===== src/rtl/ps2mpt_pkg.sv =====
// Shared types and constants for the mouse packet tracker.
// No dependencies.
`default_nettype none

package ps2mpt_pkg;

  localparam int POS_BITS = 12;
  localparam int CFG_BITS = 13;
  localparam int OUT_BITS = 12;
  localparam int CALC_W   = (POS_BITS + 1 > CFG_BITS) ? POS_BITS + 1 : CFG_BITS;

  localparam logic [CFG_BITS-1:0] WIDTH_RST  = CFG_BITS'(1024);
  localparam logic [CFG_BITS-1:0] HEIGHT_RST = CFG_BITS'(768);

  typedef enum logic [1:0] {
    PH_STATUS = 2'd0,
    PH_XDELTA = 2'd1,
    PH_YDELTA = 2'd2,
    PH_SKIP   = 2'd3
  } phase_t;

  localparam logic CFG_IDX_WIDTH  = 1'b0;
  localparam logic CFG_IDX_HEIGHT = 1'b1;

  localparam logic [1:0] EV_NONE  = 2'd0;
  localparam logic [1:0] EV_RIGHT = 2'd1;
  localparam logic [1:0] EV_LEFT  = 2'd2;

  typedef struct packed {
    phase_t              phase;
    logic [7:0]          status;
    logic [7:0]          x_delta;
    logic [POS_BITS-1:0] pos_x;
    logic [POS_BITS-1:0] pos_y;
  } trk_state_t;

  typedef struct packed {
    logic                has_result;
    logic [OUT_BITS-1:0] cursor_x;
    logic [OUT_BITS-1:0] cursor_y;
    logic [1:0]          button_event;
    logic                packet_dropped;
  } trk_result_t;

endpackage

`default_nettype wire


===== src/rtl/ps2mpt_ifs.sv =====
// Valid/ready channel interfaces for the mouse packet tracker.
// No dependencies.
`default_nettype none

interface ps2mpt_in_if;
  logic       valid;
  logic       ready;
  logic [7:0] data_byte;
  logic       is_aux;
  modport source (output valid, output data_byte, output is_aux, input ready);
  modport sink (input valid, input data_byte, input is_aux, output ready);
endinterface

interface ps2mpt_out_if;
  logic        valid;
  logic        ready;
  logic [11:0] cursor_x;
  logic [11:0] cursor_y;
  logic [1:0]  button_event;
  logic        packet_dropped;
  modport source (output valid, output cursor_x, output cursor_y,
                  output button_event, output packet_dropped, input ready);
  modport sink (input valid, input cursor_x, input cursor_y,
                input button_event, input packet_dropped, output ready);
endinterface

`default_nettype wire


===== src/rtl/ps2mpt_step.sv =====
// Packet framing and cursor update for one registered byte.
// Depends on ps2mpt_pkg.
`default_nettype none

module ps2mpt_step
  import ps2mpt_pkg::*;
(
  input  trk_state_t          state_cur,
  input  logic [7:0]          data_byte,
  input  logic                is_aux,
  input  logic [CFG_BITS-1:0] screen_width,
  input  logic [CFG_BITS-1:0] screen_height,
  output trk_state_t          state_nxt,
  output trk_result_t         result
);

  function automatic logic [POS_BITS-1:0] move_pos(
    input logic [POS_BITS-1:0] pos,
    input logic [8:0]          mag,
    input logic                up,
    input logic [CFG_BITS-1:0] bound
  );
    logic [CALC_W-1:0] lim;
    logic [CALC_W-1:0] sum;
    logic [CALC_W-1:0] top;
    top = CALC_W'(1) << POS_BITS;
    lim = CALC_W'(bound);
    if (lim == '0) begin
      lim = CALC_W'(1);
    end else if (lim > top) begin
      lim = top;
    end
    if (up) begin
      sum = CALC_W'(pos) + CALC_W'(mag);
      if (sum >= lim) begin
        sum = lim - CALC_W'(1);
      end
      return POS_BITS'(sum);
    end
    if (CALC_W'(mag) > CALC_W'(pos)) begin
      return '0;
    end
    sum = CALC_W'(pos) - CALC_W'(mag);
    return POS_BITS'(sum);
  endfunction

  logic [7:0] st;
  logic [7:0] xb;
  logic [8:0] x_mag;
  logic [8:0] y_mag;

  assign st    = state_cur.status;
  assign xb    = state_cur.x_delta;
  assign x_mag = st[4] ? (9'd256 - {1'b0, xb}) : {1'b0, xb};
  assign y_mag = st[5] ? (9'd256 - {1'b0, data_byte}) : {1'b0, data_byte};

  always_comb begin
    state_nxt             = state_cur;
    result.has_result     = 1'b0;
    result.button_event   = EV_NONE;
    result.packet_dropped = 1'b0;
    if (is_aux) begin
      case (state_cur.phase)
        PH_STATUS: begin
          state_nxt.status = data_byte;
          state_nxt.phase  = PH_XDELTA;
        end
        PH_XDELTA: begin
          state_nxt.x_delta = data_byte;
          state_nxt.phase   = PH_YDELTA;
        end
        PH_YDELTA: begin
          state_nxt.phase   = PH_STATUS;
          result.has_result = 1'b1;
          if (st[7:6] != 2'b00) begin
            result.packet_dropped = 1'b1;
          end else begin
            if (xb != 8'd0 || data_byte != 8'd0) begin
              state_nxt.pos_x = move_pos(state_cur.pos_x, x_mag, !st[4], screen_width);
              state_nxt.pos_y = move_pos(state_cur.pos_y, y_mag, st[5], screen_height);
            end
            if (st[1]) begin
              result.button_event = EV_RIGHT;
            end else if (st[0]) begin
              result.button_event = EV_LEFT;
            end
          end
        end
        default: begin
          state_nxt.phase = PH_STATUS;
        end
      endcase
    end
    result.cursor_x = OUT_BITS'(state_nxt.pos_x);
    result.cursor_y = OUT_BITS'(state_nxt.pos_y);
  end

endmodule

`default_nettype wire


===== src/rtl/ps2_mouse_packet_tracker_unit.sv =====
// Mouse packet tracker top level: input register, packet step, result register.
// A packet's last byte sits in the input register until its result can be registered.
// Throughput: one byte per cycle unless a result stalls; the step clamps each axis.
// Reset (rst_n low, synchronous): skip first mouse byte, cursor at 0, bounds 1024x768.
// Depends on ps2mpt_pkg, ps2mpt_ifs, ps2mpt_step.
`default_nettype none

module ps2_mouse_packet_tracker_unit
  import ps2mpt_pkg::*;
(
  input  logic                clk,
  input  logic                rst_n,
  ps2mpt_in_if.sink           in_ch,
  ps2mpt_out_if.source        out_ch,
  input  logic                cfg_we,
  input  logic                cfg_index,
  input  logic [CFG_BITS-1:0] cfg_data
);

  logic                in_vld_r;
  logic [7:0]          in_byte_r;
  logic                in_aux_r;
  trk_state_t          state_r;
  trk_state_t          state_nxt;
  trk_result_t         result;
  logic [CFG_BITS-1:0] width_r;
  logic [CFG_BITS-1:0] height_r;
  logic                out_vld_r;
  logic [OUT_BITS-1:0] out_x_r;
  logic [OUT_BITS-1:0] out_y_r;
  logic [1:0]          out_ev_r;
  logic                out_drop_r;
  logic                out_free;
  logic                advance;
  logic                in_take;

  ps2mpt_step u_step (
    .state_cur     (state_r),
    .data_byte     (in_byte_r),
    .is_aux        (in_aux_r),
    .screen_width  (width_r),
    .screen_height (height_r),
    .state_nxt     (state_nxt),
    .result        (result)
  );

  assign out_free    = !out_vld_r || out_ch.ready;
  assign advance     = in_vld_r && (!result.has_result || out_free);
  assign in_ch.ready = !in_vld_r || advance;
  assign in_take     = in_ch.valid && in_ch.ready;

  assign out_ch.valid          = out_vld_r;
  assign out_ch.cursor_x       = out_x_r;
  assign out_ch.cursor_y       = out_y_r;
  assign out_ch.button_event   = out_ev_r;
  assign out_ch.packet_dropped = out_drop_r;

  always_ff @(posedge clk) begin
    if (!rst_n) begin
      in_vld_r      <= 1'b0;
      out_vld_r     <= 1'b0;
      state_r.phase <= PH_SKIP;
      state_r.pos_x <= '0;
      state_r.pos_y <= '0;
      width_r       <= WIDTH_RST;
      height_r      <= HEIGHT_RST;
    end else begin
      if (in_ch.ready) begin
        in_vld_r <= in_ch.valid;
      end
      if (advance) begin
        state_r <= state_nxt;
      end
      if (advance && result.has_result) begin
        out_vld_r <= 1'b1;
      end else if (out_ch.ready) begin
        out_vld_r <= 1'b0;
      end
      if (cfg_we) begin
        case (cfg_index)
          CFG_IDX_WIDTH:  width_r  <= cfg_data;
          CFG_IDX_HEIGHT: height_r <= cfg_data;
          default:        width_r  <= width_r;
        endcase
      end
    end
  end

  always_ff @(posedge clk) begin
    if (in_take) begin
      in_byte_r <= in_ch.data_byte;
      in_aux_r  <= in_ch.is_aux;
    end
    if (advance && result.has_result) begin
      out_x_r    <= result.cursor_x;
      out_y_r    <= result.cursor_y;
      out_ev_r   <= result.button_event;
      out_drop_r <= result.packet_dropped;
    end
  end

endmodule

`default_nettype wire


===== src/flat_wrapper.sv =====
// flat-port wrapper written by rule: the top's interface ports become plain ports
module ps2_mouse_packet_tracker_unit_flat import ps2mpt_pkg::*;
  (clk, rst_n, cfg_we, cfg_index, cfg_data, in_ch_valid, in_ch_data_byte, in_ch_is_aux, in_ch_ready, out_ch_valid, out_ch_cursor_x, out_ch_cursor_y, out_ch_button_event, out_ch_packet_dropped, out_ch_ready);
  ps2mpt_in_if in_ch_i ();
  ps2mpt_out_if out_ch_i ();
  input  logic clk;
  input  logic rst_n;
  input  logic cfg_we;
  input  logic cfg_index;
  input  logic [CFG_BITS-1:0] cfg_data;
  input wire logic [$bits(in_ch_i.valid)-1:0] in_ch_valid;
  input wire logic [$bits(in_ch_i.data_byte)-1:0] in_ch_data_byte;
  input wire logic [$bits(in_ch_i.is_aux)-1:0] in_ch_is_aux;
  output wire logic [$bits(in_ch_i.ready)-1:0] in_ch_ready;
  output wire logic [$bits(out_ch_i.valid)-1:0] out_ch_valid;
  output wire logic [$bits(out_ch_i.cursor_x)-1:0] out_ch_cursor_x;
  output wire logic [$bits(out_ch_i.cursor_y)-1:0] out_ch_cursor_y;
  output wire logic [$bits(out_ch_i.button_event)-1:0] out_ch_button_event;
  output wire logic [$bits(out_ch_i.packet_dropped)-1:0] out_ch_packet_dropped;
  input wire logic [$bits(out_ch_i.ready)-1:0] out_ch_ready;
  assign in_ch_i.valid = in_ch_valid;
  assign in_ch_i.data_byte = in_ch_data_byte;
  assign in_ch_i.is_aux = in_ch_is_aux;
  assign in_ch_ready = in_ch_i.ready;
  assign out_ch_valid = out_ch_i.valid;
  assign out_ch_cursor_x = out_ch_i.cursor_x;
  assign out_ch_cursor_y = out_ch_i.cursor_y;
  assign out_ch_button_event = out_ch_i.button_event;
  assign out_ch_packet_dropped = out_ch_i.packet_dropped;
  assign out_ch_i.ready = out_ch_ready;
  ps2_mouse_packet_tracker_unit u_core (.clk(clk), .rst_n(rst_n), .in_ch(in_ch_i), .out_ch(out_ch_i), .cfg_we(cfg_we), .cfg_index(cfg_index), .cfg_data(cfg_data));
endmodule

===== config.mk =====
export PLATFORM = sky130hd
export DESIGN_NAME = ps2_mouse_packet_tracker_unit_flat
export DESIGN_NICKNAME = d
export VERILOG_FILES = /design/src/rtl/ps2mpt_pkg.sv /design/src/rtl/ps2mpt_ifs.sv /design/src/rtl/ps2mpt_step.sv /design/src/rtl/ps2_mouse_packet_tracker_unit.sv /design/src/flat_wrapper.sv
export SDC_FILE = /design/constraint.sdc
export NUM_CORES = 1
export LEC_CHECK = 0
export BUFFER_PORTS_ARGS = -buffer_cell sky130_fd_sc_hd__buf_2
export CAP_MARGIN = 10
export CORE_ASPECT_RATIO = 0.5
export CORE_MARGIN = 3
export CORE_UTILIZATION = 46
export CTS_BUF_LIST = sky130_fd_sc_hd__clkbuf_4
export DETAILED_ROUTE_END_ITERATION = 10
export MAX_ROUTING_LAYER = met4
export SLEW_MARGIN = 5
export SYNTH_ARGS = -nofsm -noshare
export SYNTH_HDL_FRONTEND = slang
export SYNTH_SLANG_ARGS = --single-unit

===== constraint.sdc =====
create_clock -name clk -period 5.18 [get_ports clk]
set_input_delay 0.259 -clock clk [delete_from_list [all_inputs] [get_ports clk]]
set_output_delay 0.259 -clock clk [all_outputs]
set_load 0.01 [all_outputs]

==> flow_summary.json, run 1 <==
{
  "core.rowCount": 32,
  "final_common_cell": "nand2_1",
  "ys_seq_area_share_pct": 33.4,
  "internal-power_uw": 1130,
  "synth_top_area_cell": "edfxtp_1",
  "path_clk_slew_ns": 0.18,
  "cts_made_buffers": 9,
  "synth_top_area_share_pct": 19.4,
  "ctsHtreeMaxLevel": 3,
  "slowest_stage": "edfxtp_1",
  "io_buffers": 56,
  "crit_fanout": 9,
  "timing.hold.ws_ns": 0.0411,
  "crit_family": "compound AO/OA/AOI/OAI gates",
  "finalHoldViolCount": 0,
  "grt_antenna_before_repair": 0,
  "yosysUniqueCellTypes": 77,
  "top_level_ports": 57,
  "arrival_ns": 5.03,
  "sequentialPowerShare_pct": 54.2,
  "cts_tree": "built",
  "cts.sinks": 104,
  "syn_area_per_cell_um2": 8.33,
  "slowest_delay_ns": 0.42,
  "clk_latency_ns": 0.51,
  "fmax_mhz": 209,
  "path_cells": "inv_1, ha_1, nand2b_1, xnor2_1, ha_1, o21ai_0, o21ai_1, a2111oi_0, nor3_1, and3_1, xor2_1, ha_1, nand2_1, o21ai_0, a31oi_1, nand2_1, buf_4, or2_2, a21oi_1, o21ai_0",
  "antenna_left": 0,
  "netlist_area_um2": 7740,
  "comb_power_share_pct": 18.7,
  "criticalPathCategory": "reg2reg",
  "core_area_um2": 15900,
  "max_slew_margin_pct": 51.1,
  "endpoint_kind": "flop",
  "design_area_um2": 8680,
  "synth.area.top_cells": "edfxtp_1 (19%), dfxtp_1 (14%), ha_1 (11%), nand2_1 (6.9%), o21ai_0 (4.7%)",
  "critical_path_buf_inv_count": 2,
  "synth_ff_type": "dfxtp_1",
  "num_vias": 6862,
  "cp.required_ns": 5.43,
  "p_per_area_nw_per_um2": 194,
  "drt-wirelength-per-cell_um": 17.3,
  "via_per_inst": 5.60,
  "cp-start-kind": "flop",
  "drc_errors": 0,
  "grt_use_total_pct": 23.5,
  "skew_ns": 0.0234,
  "drtIter0Drc": 617,
  "fin_crit_sh_pct": 92.2,
  "mostFrequentLayoutCells": "nand2_1 (143), o21ai_0 (70), ha_1 (68)",
  "min_path_type": "in2reg",
  "die_w_um": 189,
  "status": "completed",
  "ir_drop_v": 0.000109,
  "ys_ff_latch": 104,
  "syn_to_final_growth_pct": 12.2,
  "finalSetupViolCount": 0,
  "die_y_um": 97.7,
  "num_antenna_cells": 0,
  "cts-root-buf": "clkbuf_4",
  "p_sw_uw": 546,
  "tightestPinTransition_ns": 0.732,
  "placed_cell_area_um2": 8220,
  "fillCellCount": 1535,
  "synth_cells": 929,
  "die_area_um2": 18500,
  "globalplace.congestion": 0.878,
  "drt-pass1-iter-count": 5,
  "cap_violations": 0,
  "clk_path_buf_depth": 2,
  "finalNetCount": 1100,
  "leakagePower_uw": 0.00363,
  "maxSlewViolCount": 0,
  "p_clk_share_pct": 27.1,
  "switching_share_pct": 32.5,
  "synth_fp_nets": 1030,
  "synth_edf_count": 50,
  "grt_start_max_net_pins": 58,
  "yosysWarnings": 0,
  "synth_async_sr_flop_share_pct": 0,
  "overflow": 0,
  "fin_crit_ns": 4.78,
  "drive_gt1_share_pct": 13.1,
  "grt_pass1_vias": 6272,
  "drt_wl_total_mm": 21.2,
  "start_util_pct": 48.6,
  "grt_pass1_wl_mm": 33.9,
  "dp_hpwl_mm": 15.8
}
## state kept, by name, summed over array words and instances, names as in the netlist
signal / flops
u_core.height_r: 13
u_core.in_aux_r: 1
u_core.in_byte_r: 8
u_core.in_vld_r: 1
u_core.out_ch.button_event: 2
u_core.out_ch.cursor_x: 12
u_core.out_ch.cursor_y: 12
u_core.out_ch.packet_dropped: 1
u_core.out_ch.valid: 1
u_core.state_r: 40
u_core.width_r: 13
## power groups by stage
stage | clock, µW | sequential [µW] | combinational, µW
after floorplan | 0 | 914 | 217
after global placement | 0 | 930 | 283
after detailed placement | 0 | 930 | 286
after CTS | 476 | 912 | 300
after global routing | 499 | 914 | 353
final | 456 | 910 | 314
## worst min-delay path, stage by stage
cell      delay (ns)
buf_2           0.12
nand2_1         0.06
a21boi_0        0.07
## path summary, 6_finish.rpt
path,from,endpoint,slack (ns),depth (start not counted)
max,u_core.state_r[25],u_core.out_ch.cursor_x[9],0.40,20
min,cfg_data[1],u_core.height_r[1],0.04,3
max reg2reg,u_core.state_r[25],u_core.out_ch.cursor_x[9],0.40,20
min reg2reg,u_core.height_r[0],u_core.height_r[0],0.52,2
## area by class of cell
type / count / area [µm²] / share of cell area (%)
clock inverters: 7 / 86.3 / 0.995
multi-input cells: 727 / 4780 / 55.1
clock buffers: 9 / 67.6 / 0.778
inverters: 55 / 206 / 2.38
repair buffers: 102 / 676 / 7.78
flip-flops and latches: 104 / 2580 / 29.8
well taps: 221 / 277 / 3.19
## cell families after synthesis
group	after synthesis	share of synthesized area (%)
simple gates	326	20.0
compound gates	268	22.2
mux	12	1.62
flops	104	33.4
xor+xnor	48	5.43
fa+ha+maj	73	12.2
buf+inv	98	5.24
## synth_stat cells (all sizes together) (7+ instances only)
cell type,number
o21ai,83
o21a,8
buf,11
nand2,143
nor3,27
a211oi,9
ha,69
dfxtp,54
mux2i,8
nand3,15
a21o,7
a21boi,27
clkbuf,32
nor2,70
nor2b,7
edfxtp,50
xnor2,34
nor4,11
nand2b,13
a31oi,12
a21oi,64
xor2,14
inv,52
## routing by layer
layer,vias to the layer above,routed length (µm),global-route usage [%],part of all wire (%)
li1,3453,-,-,-
met2,155,9250,35.1,44
met5,-,0,-,0
met1,3233,10900,34.1,51
met4,0,236,3.86,1.1
met3,21,809,3.78,3.8
## metrics by stage
| step | total power [µW] | util, % | instances | TNS, ns | setup WS, ns |
|---|---|---|---|---|---|
| final | 1680 | 54.5 | 1225 | 0 | 0.402 |
| after global routing | 1770 | 54.5 | 1225 | -0.0673 | -0.0551 |
| after CTS | 1690 | 53.8 | 1215 | 0 | 0.0748 |
| after detailed placement | 1220 | 51.6 | 1179 | 0 | 0.101 |
| after global placement | 1210 | 51.6 | 1179 | 0 | 0.153 |
| after floorplan | 1130 | - | 929 | 0 | 0.724 |
## timing repair
item | 4_1_cts | 5_1_grt
endpoints found under the setup margin | 0 | 27
setup buffers | 0 | 10
resized for setup | 0 | 8
hold buffers | 20 | 0
endpoints found under the hold margin | 26 | 0
(Power assumes the default switching activity.)
==> run 2: changes to the inputs <==
Settings changed: SYNTH_HIERARCHICAL set to 1.
==> run 2 against run 1 <==
Clock power increased by 1%. Setup slack lost 0.14 ns. Sequential power is essentially flat. Area after synthesis is 7.2% higher. Final cell count is 1.4% higher. Sequential share of layout area decreased by 0.85 points. Non-clock buffer count shrank 9. Count of clock-buffer cells in the layout increased by 2. Register-to-register slack worse by 0.14 ns.
==> flow_summary.json, run 2 <==
{
  "status": "completed",
  "crit_fanout": 9,
  "ir_drop_v": 0.000109,
  "drt_wl_total_mm": 22.2,
  "path_clk_slew_ns": 0.17,
  "fmax_mhz": 203,
  "cp-start-kind": "flop",
  "core.rowCount": 34,
  "cp.required_ns": 5.53,
  "top_register": "u_core/state_r",
  "drt-pass1-iter-count": 6,
  "num_vias": 7032,
  "clk_latency_ns": 0.48,
  "top_level_ports": 57,
  "drt-wirelength-per-cell_um": 17.9,
  "holdPathStages": 3,
  "criticalPathCategory": "reg2reg",
  "cts-root-buf": "clkbuf_4",
  "cap_violations": 0,
  "syn_area_per_cell_um2": 8.54,
  "finalSetupViolCount": 0,
  "antenna_left": 0,
  "grt_pass1_vias": 6376,
  "netlist_area_um2": 8290,
  "grt_start_max_net_pins": 82,
  "r2r_cells": 21,
  "design_area_um2": 8940,
  "drive_gt1_share_pct": 14.2,
  "yosysWarnings": 6,
  "p_per_area_nw_per_um2": 195,
  "finalNetCount": 1102,
  "min_path_type": "in2reg",
  "final_common_cell": "nand2_1",
  "cts_tree": "built",
  "timing.final.ws_setup_ns": 0.261,
  "finalHoldViolCount": 0,
  "fin_crit_ns": 4.92,
  "endpoint_kind": "flop",
  "io_buffers": 56,
  "drtIter0Drc": 592,
  "final_core_util_pct": 51.0,
  "max_slew_margin_pct": 41.0,
  "globalplace.congestion": 0.937,
  "arrival_ns": 5.27,
  "grt_use_total_pct": 22.8,
  "cts.sinks": 104,
  "synth_cells": 971,
  "cts_made_buffers": 9,
  "fin_tns_setup_ns": 0,
  "fin_crit_sh_pct": 95.0,
  "overflow": 0,
  "largest_reg_flops": 40,
  "syn_to_final_growth_pct": 7.75,
  "drc_errors": 0,
  "dp_hpwl_mm": 16.4,
  "start_util_pct": 47.3,
  "core_area_um2": 17500,
  "via_per_inst": 5.66,
  "mostFrequentLayoutCells": "nand2_1 (178), ha_1 (65), nor2_1 (60)",
  "dp_slack_ns": 0.189,
  "die_area_um2": 19800,
  "tightestPinTransition_ns": 0.886,
  "die_w_um": 196,
  "placed_cell_area_um2": 8570,
  "ctsHtreeMaxLevel": 3,
  "grt_antenna_before_repair": 0,
  "die_y_um": 101,
  "synth_fp_nets": 1070,
  "grt_pass1_wl_mm": 34.7,
  "leakagePower_uw": 0.00368,
  "reg_top3": "u_core/state_r x40, u_core/height_r x13, u_core/width_r x13",
  "clk_path_buf_depth": 2,
  "maxSlewViolCount": 0,
  "skew_ns": 0.0144,
  "num_antenna_cells": 0
}
[run 2: metrics by stage]
step | total power, µW | std cells | hold WS (ns)
after floorplan | 1180 | 971 | 0.358
after global placement | 1270 | 1208 | 0.436
after detailed placement | 1270 | 1208 | 0.443
after CTS | 1750 | 1237 | 0.00389
after global routing | 1830 | 1242 | 0.0124
final | 1740 | 1242 | 0.0401
[run 2: path summary, 6_finish.rpt]
| kind | startpoint | to | slack [ns] |
|---|---|---|---|
| max | u_core/state_r[28] | u_core/state_r[16] | 0.26 |
| min | cfg_data[6] | u_core/height_r[6] | 0.04 |
| max reg2reg | u_core/state_r[28] | u_core/state_r[16] | 0.26 |
| min reg2reg | u_core/height_r[10] | u_core/height_r[10] | 0.50 |
[run 2: routing by layer]
layer	track usage, %	wire, µm
met2	34.1	9670
met1	32.5	11300
met4	5.69	378
met5	-	0
met3	3.51	913
[run 2: cell type report]
class	instances	area, µm²
tap	234	293
clock buffer	11	82.6
timing repair buffer	93	593
multi-input combinational	750	5160
inverter	45	169
fill	1685	8590
sequential	104	2580
clock inverter	5	55.1
[run 2: worst max-delay path: stages (launching register included)]
cell,delay [ns]
edfxtp_1,0.46
or3_1,0.44
or3_1,0.34
o31a_1,0.28
xor2_2,0.16
ha_2,0.22
or3_1,0.35
o22a_1,0.20
a21oi_1,0.17
nand2b_1,0.14
xor2_1,0.21
inv_1,0.06
ha_1,0.30
a21oi_1,0.20
o21ai_2,0.12
a21oi_4,0.40
buf_4,0.21
a21oi_1,0.04
a21oi_1,0.21
o22ai_1,0.13
nand2_1,0.08
mux2i_1,0.08
[run 2: what timing repair did]
| action | CTS | global route |
|---|---|---|
| setup buffers | 0 | 3 |
| hold buffers | 13 | 1 |
| endpoints found under the setup margin | 0 | 43 |
| endpoints found under the hold margin | 15 | 1 |
| resized for setup | 0 | 14 |
[run 2: where the power goes]
group	internal, µW	switching [µW]	leakage (µW)	total, µW
combinational	151	214	0.00266	366
clock	160	302	0.0000824	462
sequential	881	30.8	0.000944	912
total	1190	547	0.00368	1740
